## src/hkrb_pkg.sv

```systemverilog
`timescale 1ns / 1ps
// ---------------------------------------------------------------------------
// hkrb_pkg
// Types, codes and the ASCII usage table of the keyboard report builder.
// ---------------------------------------------------------------------------
package hkrb_pkg;

   localparam int SHOWN_SLOTS = 6;

   localparam logic [1:0] ACT_PRESS       = 2'd0;
   localparam logic [1:0] ACT_RELEASE     = 2'd1;
   localparam logic [1:0] ACT_RELEASE_ALL = 2'd2;
   localparam logic [1:0] ACT_TYPE        = 2'd3;

   localparam logic [1:0] STATUS_OK       = 2'd0;
   localparam logic [1:0] STATUS_UNMAPPED = 2'd1;
   localparam logic [1:0] STATUS_FULL     = 2'd2;

   localparam logic [7:0] CODE_NONPRINT = 8'd136;
   localparam logic [7:0] CODE_MODIFIER = 8'd128;
   localparam logic [7:0] LEFT_SHIFT    = 8'h02;
   localparam logic [6:0] USAGE_EMPTY   = 7'h00;

   // bit 7 set: character needs left shift
   localparam logic [7:0] ASCII_USAGE [128] = '{
      8'h00, 8'h00, 8'h00, 8'h00, 8'h00, 8'h00, 8'h00, 8'h00,
      8'h2a, 8'h2b, 8'h28, 8'h00, 8'h00, 8'h00, 8'h00, 8'h00,
      8'h00, 8'h00, 8'h00, 8'h00, 8'h00, 8'h00, 8'h00, 8'h00,
      8'h00, 8'h00, 8'h00, 8'h00, 8'h00, 8'h00, 8'h00, 8'h00,
      8'h2c, 8'h9e, 8'hb4, 8'ha0, 8'ha1, 8'ha2, 8'ha4, 8'h34,
      8'ha6, 8'ha7, 8'ha5, 8'hae, 8'h36, 8'h2d, 8'h37, 8'h38,
      8'h27, 8'h1e, 8'h1f, 8'h20, 8'h21, 8'h22, 8'h23, 8'h24,
      8'h25, 8'h26, 8'hb3, 8'h33, 8'hb6, 8'h2e, 8'hb7, 8'hb8,
      8'h9f, 8'h84, 8'h85, 8'h86, 8'h87, 8'h88, 8'h89, 8'h8a,
      8'h8b, 8'h8c, 8'h8d, 8'h8e, 8'h8f, 8'h90, 8'h91, 8'h92,
      8'h93, 8'h94, 8'h95, 8'h96, 8'h97, 8'h98, 8'h99, 8'h9a,
      8'h9b, 8'h9c, 8'h9d, 8'h2f, 8'h31, 8'h30, 8'ha3, 8'had,
      8'h35, 8'h04, 8'h05, 8'h06, 8'h07, 8'h08, 8'h09, 8'h0a,
      8'h0b, 8'h0c, 8'h0d, 8'h0e, 8'h0f, 8'h10, 8'h11, 8'h12,
      8'h13, 8'h14, 8'h15, 8'h16, 8'h17, 8'h18, 8'h19, 8'h1a,
      8'h1b, 8'h1c, 8'h1d, 8'haf, 8'hb1, 8'hb0, 8'hb5, 8'h00
   };

   // decoded key code
   typedef struct packed {
      logic       mapped;
      logic [6:0] usage;
      logic [7:0] modmask;
   } dec_type;

   // broadcast to every slot cell
   typedef struct packed {
      logic       press;
      logic       release_key;
      logic       clear;
      logic [6:0] usage;
   } cell_cmd_type;

   // rippled from cell to cell
   typedef struct packed {
      logic present;
      logic claimed;
   } chain_type;

endpackage

```

## src/hkrb_decode.sv

```systemverilog
`timescale 1ns / 1ps
// ---------------------------------------------------------------------------
// hkrb_decode
// Splits a key code into usage, modifier mask and a mapped flag.
// ---------------------------------------------------------------------------
module hkrb_decode (
   input  logic [7:0]       key_code,
   output hkrb_pkg::dec_type dec
);
   import hkrb_pkg::*;

   logic [7:0] ascii_entry;

   assign ascii_entry = ASCII_USAGE[key_code[6:0]];

   always_comb begin
      dec = '0;
      if (key_code >= CODE_NONPRINT) begin
         dec.mapped  = 1'b1;
         dec.usage   = 7'(key_code - CODE_NONPRINT);
         dec.modmask = '0;
      end else if (key_code >= CODE_MODIFIER) begin
         dec.mapped  = 1'b1;
         dec.usage   = USAGE_EMPTY;
         dec.modmask = 8'b1 << key_code[2:0];
      end else begin
         dec.mapped  = (ascii_entry != 8'h00);
         dec.usage   = ascii_entry[6:0];
         dec.modmask = ascii_entry[7] ? LEFT_SHIFT : 8'h00;
      end
   end

endmodule

```

## src/hkrb_cell.sv

```systemverilog
`timescale 1ns / 1ps
// ---------------------------------------------------------------------------
// hkrb_cell
// One key slot; passes match and free-slot claims to its right neighbor.
// ---------------------------------------------------------------------------
module hkrb_cell (
   input  logic                   clock,
   input  logic                   reset,
   input  hkrb_pkg::cell_cmd_type cmd,
   input  logic                   present_all,
   input  hkrb_pkg::chain_type    chain_in,
   output hkrb_pkg::chain_type    chain_out,
   output logic [6:0]             slot_next
);
   import hkrb_pkg::*;

   logic [6:0] slot_ff;
   logic [6:0] slot_in;
   logic       match;
   logic       empty;

   assign match = (slot_ff == cmd.usage);
   assign empty = (slot_ff == USAGE_EMPTY);

   assign chain_out.present = chain_in.present | match;
   assign chain_out.claimed = chain_in.claimed | empty;

   always_comb begin
      slot_in = slot_ff;
      if (cmd.clear) begin
         slot_in = USAGE_EMPTY;
      end else if (cmd.press && !present_all && empty && !chain_in.claimed) begin
         slot_in = cmd.usage;
      end else if (cmd.release_key && (cmd.usage != USAGE_EMPTY) && match) begin
         slot_in = USAGE_EMPTY;
      end
   end

   assign slot_next = slot_in;

   always_ff @(posedge clock) begin
      if (reset) begin
         slot_ff <= USAGE_EMPTY;
      end else begin
         slot_ff <= slot_in;
      end
   end

endmodule

```

## src/hid_keyboard_report_builder.sv

```systemverilog
`timescale 1ns / 1ps
// ---------------------------------------------------------------------------
// hid_keyboard_report_builder
// 6-key-rollover boot keyboard report kept in a row of slot cells.
// ---------------------------------------------------------------------------
// A request is taken when the block is idle; it latches action and key code,
// then makes one report update per report it produces. With the request in
// the state and code registers, the report is updated and the response
// register loaded once that register is free. Press, release and release all
// give one response each; type gives a press response and then a release
// response, the release being loaded at the edge where the press response is
// taken. A new request can be taken while the last response still waits. The
// rate is set by the single report update stage, which both halves of a type
// share, and by rsp_stall, which holds that stage while the response
// register is full. Slot search is a ripple through KEY_SLOTS cells: each
// cell reports whether it already holds the usage and whether an empty slot
// was seen to its left, so the first empty cell takes a new key. There is
// no clearing pass; reset empties every slot at once.
// ---------------------------------------------------------------------------
module hid_keyboard_report_builder #(
   parameter int KEY_SLOTS = 6
) (
   input  logic       clock,
   input  logic       reset,
   input  logic       req_valid,
   output logic       req_stall,
   input  logic [1:0] req_action,
   input  logic [7:0] req_key_code,
   output logic       rsp_valid,
   input  logic       rsp_stall,
   output logic       rsp_sent,
   output logic [1:0] rsp_status,
   output logic [7:0] rsp_modifiers,
   output logic [6:0] rsp_key_slot0,
   output logic [6:0] rsp_key_slot1,
   output logic [6:0] rsp_key_slot2,
   output logic [6:0] rsp_key_slot3,
   output logic [6:0] rsp_key_slot4,
   output logic [6:0] rsp_key_slot5,
   output logic       rsp_last
);
   import hkrb_pkg::*;

   typedef enum logic [3:0] {
      S_IDLE    = 4'b0001,
      S_PRESS   = 4'b0010,
      S_RELEASE = 4'b0100,
      S_CLEAR   = 4'b1000
   } state_type;

   state_type state_ff, state_in;
   logic      typing_ff, typing_in;
   logic [7:0] code_ff, code_in;
   logic [7:0] mod_ff, mod_in;

   // response register
   logic       rsp_valid_ff, rsp_valid_in;
   logic       rsp_sent_ff, rsp_sent_in;
   logic [1:0] rsp_status_ff, rsp_status_in;
   logic [7:0] rsp_mod_ff;
   logic       rsp_last_ff, rsp_last_in;
   logic [6:0] rsp_slot_ff [SHOWN_SLOTS];
   logic [6:0] shown_next [SHOWN_SLOTS];

   logic         req_accept;
   logic         out_free;
   logic         commit;
   logic         full;
   logic         present_all;
   dec_type      dec;
   cell_cmd_type cmd;
   chain_type    chain [KEY_SLOTS+1];
   logic [6:0]   slot_next [KEY_SLOTS];

   assign req_stall  = (state_ff != S_IDLE);
   assign req_accept = req_valid && !req_stall;
   assign out_free   = !rsp_valid_ff || !rsp_stall;
   assign commit     = (state_ff != S_IDLE) && out_free;

   hkrb_decode u_decode (
      .key_code (code_ff),
      .dec      (dec)
   );

   // command seen by every cell; only active in the update cycle
   always_comb begin
      cmd.press       = commit && (state_ff == S_PRESS) && dec.mapped;
      cmd.release_key = commit && (state_ff == S_RELEASE) && dec.mapped;
      cmd.clear       = commit && (state_ff == S_CLEAR);
      cmd.usage       = dec.usage;
   end

   // some cell already holds the usage: nothing is added
   assign present_all = chain[KEY_SLOTS].present;

   assign chain[0] = '0;

   for (genvar i = 0; i < KEY_SLOTS; i++) begin : g_cell
      hkrb_cell u_cell (
         .clock       (clock),
         .reset       (reset),
         .cmd         (cmd),
         .present_all (present_all),
         .chain_in    (chain[i]),
         .chain_out   (chain[i+1]),
         .slot_next   (slot_next[i])
      );
   end

   // slots past the configured count read as empty
   for (genvar i = 0; i < SHOWN_SLOTS; i++) begin : g_show
      if (i < KEY_SLOTS) begin : g_real
         assign shown_next[i] = slot_next[i];
      end else begin : g_none
         assign shown_next[i] = USAGE_EMPTY;
      end
   end

   // no match and no empty slot
   assign full = !chain[KEY_SLOTS].present && !chain[KEY_SLOTS].claimed;

   always_comb begin
      mod_in = mod_ff;
      if (cmd.clear) begin
         mod_in = 8'h00;
      end else if (cmd.press) begin
         mod_in = mod_ff | dec.modmask;
      end else if (cmd.release_key) begin
         mod_in = mod_ff & ~dec.modmask;
      end
   end

   always_comb begin
      if (state_ff == S_CLEAR) begin
         rsp_status_in = STATUS_OK;
      end else if (!dec.mapped) begin
         rsp_status_in = STATUS_UNMAPPED;
      end else if ((state_ff == S_PRESS) && full) begin
         rsp_status_in = STATUS_FULL;
      end else begin
         rsp_status_in = STATUS_OK;
      end
      rsp_sent_in = (rsp_status_in == STATUS_OK);
      rsp_last_in = !((state_ff == S_PRESS) && typing_ff);
   end

   always_comb begin
      rsp_valid_in = rsp_valid_ff;
      if (commit) begin
         rsp_valid_in = 1'b1;
      end else if (!rsp_stall) begin
         rsp_valid_in = 1'b0;
      end
   end

   // sequencer
   always_comb begin
      state_in  = state_ff;
      typing_in = typing_ff;
      code_in   = code_ff;
      unique case (state_ff)
         S_IDLE: begin
            if (req_accept) begin
               code_in   = req_key_code;
               typing_in = (req_action == ACT_TYPE);
               unique case (req_action)
                  ACT_PRESS, ACT_TYPE: state_in = S_PRESS;
                  ACT_RELEASE:         state_in = S_RELEASE;
                  ACT_RELEASE_ALL:     state_in = S_CLEAR;
                  default:             state_in = S_IDLE;
               endcase
            end
         end
         S_PRESS: begin
            if (commit) begin
               state_in = typing_ff ? S_RELEASE : S_IDLE;
            end
         end
         S_RELEASE, S_CLEAR: begin
            if (commit) begin
               state_in = S_IDLE;
            end
         end
         default: state_in = S_IDLE;
      endcase
   end

   always_ff @(posedge clock) begin
      if (reset) begin
         state_ff     <= S_IDLE;
         typing_ff    <= 1'b0;
         mod_ff       <= 8'h00;
         rsp_valid_ff <= 1'b0;
      end else begin
         state_ff     <= state_in;
         typing_ff    <= typing_in;
         mod_ff       <= mod_in;
         rsp_valid_ff <= rsp_valid_in;
      end
   end

   always_ff @(posedge clock) begin
      code_ff <= code_in;
      if (commit) begin
         rsp_sent_ff   <= rsp_sent_in;
         rsp_status_ff <= rsp_status_in;
         rsp_mod_ff    <= mod_in;
         rsp_last_ff   <= rsp_last_in;
         rsp_slot_ff   <= shown_next;
      end
   end

   assign rsp_valid     = rsp_valid_ff;
   assign rsp_sent      = rsp_sent_ff;
   assign rsp_status    = rsp_status_ff;
   assign rsp_modifiers = rsp_mod_ff;
   assign rsp_last      = rsp_last_ff;
   assign rsp_key_slot0 = rsp_slot_ff[0];
   assign rsp_key_slot1 = rsp_slot_ff[1];
   assign rsp_key_slot2 = rsp_slot_ff[2];
   assign rsp_key_slot3 = rsp_slot_ff[3];
   assign rsp_key_slot4 = rsp_slot_ff[4];
   assign rsp_key_slot5 = rsp_slot_ff[5];

endmodule

```

## config.mk

```make
export PLATFORM = sky130hd
export DESIGN_NAME = hid_keyboard_report_builder
export DESIGN_NICKNAME = d
export VERILOG_FILES = /design/src/hkrb_pkg.sv /design/src/hkrb_decode.sv /design/src/hkrb_cell.sv /design/src/hid_keyboard_report_builder.sv
export SDC_FILE = /design/constraint.sdc
export NUM_CORES = 1
export LEC_CHECK = 0
export BUFFER_PORTS_ARGS = -buffer_cell sky130_fd_sc_hd__buf_2
export CAP_MARGIN = 10
export CORE_AREA = 2 2 144 146
export DETAILED_ROUTE_END_ITERATION = 12
export DIE_AREA = 0 0 146 148
export HOLD_SLACK_MARGIN = 0.06
export PLACE_DENSITY = 0.5
export SKIP_CTS_REPAIR_TIMING = 1
export SLEW_MARGIN = 40
export SYNTH_ARGS = -nofsm -noshare
export SYNTH_HDL_FRONTEND = slang
export SYNTH_SLANG_ARGS = --single-unit
export TNS_END_PERCENT = 20
```

## constraint.sdc

```tcl
create_clock -name clock -period 7.6 [get_ports clock]
set_input_delay 1.52 -clock clock [delete_from_list [all_inputs] [get_ports clock]]
set_output_delay 1.52 -clock clock [all_outputs]
set_load 0.01 [all_outputs]
```

==> results by group <==
Outcome
  – Status: finished clean

Clock tree
  – CTS buffer count: 17
  – CTS Buffer Depth: 2
  – Clock transition at path regs: 0.05 ns
  – Clk sinks: 118
  – Htree depth: 4
  – Clk Latency, worst-skew pair: 0.42 ns
  – CTS tree: done
  – CTS Root Cell: clkbuf_16

Worst setup path
  – Worst EP arrival: 4.84 ns
  – R2r endpoint: rsp_key_slot0[6]
  – Launch point of the worst path: code_ff[1]
  – Slowest-stage cell, CP: nor4_4
  – Bufs and invs on worst path: 1
  – CP required: roughly 7.9 ns
  – CP top delay family: compound AO/OA/AOI/OAI gates
  – CP endpoint kind: register
  – CP cell instances: inv_1, ha_1, nor3b_1, o311a_1, o41ai_1, a31o_1, xor2_1, nor2_1, a22o_2, nor4_4, a22o_1
  – CP Launch Type: register
  – Max incr delay on CP: 0.72 ns
  – R2R depth: 11
  – R2r setup slk: around 3.0 ns
  – WS Path Type: register to register
  – Crit path max fanout: 14
  – Worst reg2reg startpoint: code_ff[1]

Layout
  – Most common cell after layout, fill and taps aside: a22o_1
  – Diode count: 0
  – Commonest cells after routing, fill and taps aside: a22o_1 (72), buf_2 (69), edfxtp_1 (62)
  – Multi-input gate area: 3650 sq um
  – Final core occ: 40.3%
  – Fin area: about 8000 sq um
  – Area delta synth->final: 17.4%
  – Register area: roughly 3000 sq um
  – Fillers: 2012
  – Layout cells sized above 1: 21.9%
  – Nets: between 700 and 800

STA
  – Peak Freq: 218 MHz
  – Final period util: about 60%
  – Max Transition Viols Final: 0
  – Setup TNS: 0 ns
  – Slew @ Worst Pin: 0.912 ns
  – Clock Skews: 0.00635 ns
  – Final Setup Violations: 0
  – Final-report hold violation count: 0
  – Unrepaired setup endpoints after global routing: no
  – Slew headroom: around 39%
  – Min Tclk post-route: 4.58 ns

Synth
  – Count of cell types in the netlist: 93
  – YS warnings: 0
  – Share of flip-flops with an asynchronous set or reset: 0%
  – Seq/Total Area, Yosys: 43.3%
  – Syn avg cell area: roughly 11 sq um
  – Post-synth EDFFs: 62
  – Most used DFF post-synth: edfxtp_1
  – Syn_nets: about 680
  – Mapped Cells: 652
  – Synth Register Bits: 118
  – Mapped cell area: 6890 sq um

Routing
  – Highest metal used: met4
  – Final antenna-violating net count: 0
  – Vias: 5940
  – Wirelength per Cell: 21.7 microns
  – Total wire length: 21.6 mm
  – Met3 routed WL: 1.24 mm
  – 1st-pass router iterations: 5
  – Routed wl met2: 9.88 mm
  – Vias per std cell: 5.96
  – DRT iter0 DRCs: 655
  – DRC: 0
  – M1 wire length: 10.1 mm

Floorplanning
  – Width of the chip: 146 microns
  – Initial Util: around 34%
  – I/O pins: 70
  – FP Rows: 52
  – Die height: 148 microns
  – Die area: 21600 sq um
  – Core ar.: 20000 sq um

Placed design
  – GP Congestion: 0.919
  – Post-DP HPWL: 15.2 mm
  – Placed Area: 7480 sq um
  – IO buf count: 69

Min path
  – Worst hold-check path type: register to register
  – Hold path endpoint: mod_ff[7]
  – Worst Hold Depth: 2
  – Hold path startpoint: mod_ff[7]

Global routing
  – Congestion Overflow GR: 0
  – Initial antenna violation count: 0
  – Largest net degree at the start of global routing: 48
  – First-pass GRT wire length: 34.0 mm
  – Number of global-route vias before repair: approximately 5.7k
  – Gr usage total: 20.3%

Pwr
  – Leakage: 2.99 nW
  – Peak VDD IR: approximately 0.00017 V
  – PD cells: 242 nW/um^2

Run
  – Max_cap viols: 0
## worst max-delay path by stage
stage	to	cells past startpoint
detailed placement	rsp_key_slot1[6]	11
finish	rsp_key_slot0[6]	11
CTS	rsp_key_slot0[6]	11
floorplan	rsp_key_slot0[0]	2
global placement	rsp_key_slot4[5]	12
global route	rsp_key_slot0[6]	11
## where the power goes
part,internal (mW),total (mW),switching [mW]
clock network,0.515,0.807,0.293
registers,0.731,0.752,0.0209
logic,0.130,0.400,0.271
## layer usage
layer,vias up,global-route usage [%]
met1,2963,28.9
met2,239,31.5
met3,27,3.61
li1,2711,-
met4,0,6.31
met5,-,0
## worst min-delay path, delay by kind of cell (launching register included)
family          cells  cell delay (ns)
simple gates        1             0.07
flops               1             0.31
compound gates      1             0.06
## logic make-up after synthesis
kind of cell               Yosys count  synth area share (%)
and+or+nand+nor                    217                  19.3
AOI/OAI and AO/OA                  211                  25.9
DFF                                118                  43.3
buffers and inverters               55                  4.12
xor gates and xnor gates            29                  3.69
adders and majority gates           13                  2.36
muxes                                9                  1.33
## layout make-up
cell class,count,share of cell area (%)
multi-input combinational,479,45.2
sequential,118,36.9
timing repair buffer,84,5.81
clock buffer,20,5.40
tap,270,4.18
clock inverter,12,1.89
inverter,14,0.650
## synth_stat cells (12+ instances only)
master    count  area share, %
dfxtp_1      56             16
nand2_1      38            2.1
edfxtp_1     62             27
a32o_1       12            1.7
inv_1        12           0.65
buf_2        14            1.0
a21oi_1      25            1.8
clkbuf_1     13           0.71
nor3_1       19            1.4
nor4_1       14            1.3
a22o_1       72            9.2
nor2_1       41            2.2
xnor2_1      13            1.7
nand2b_1     13            1.2
ha_1         13            2.4
xor2_1       16            2.0
nand3_1      12           0.87
## state kept, by name, summed over array words and instances (netlist names)
register / cells
rsp_last: 1
typing_ff: 1
rsp_key_slot5: 7
rsp_valid: 1
rsp_key_slot0: 7
g_cell.u_cell.slot_ff: 42
rsp_key_slot3: 7
rsp_key_slot2: 7
rsp_sent: 1
code_ff: 8
rsp_key_slot4: 7
rsp_key_slot1: 7
rsp_modifiers: 8
mod_ff: 8
state_ff: 4
rsp_status: 2
## stage by stage
stage | hold slack, ns | power (mW) | setup WS, ns | std cells
2_1_floorplan | 0.455 | 1.03 | 3.16 | 652
3_3_place_gp | 0.468 | 1.15 | 2.89 | 963
3_5_place_dp | 0.472 | 1.16 | 3.16 | 964
4_1_cts | 0.479 | 1.98 | 3.14 | 996
5_1_grt | 0.511 | 2.04 | 2.73 | 997
6_report | 0.479 | 1.96 | 3.02 | 997
Note: power is estimated with default switching activity, not from simulation.
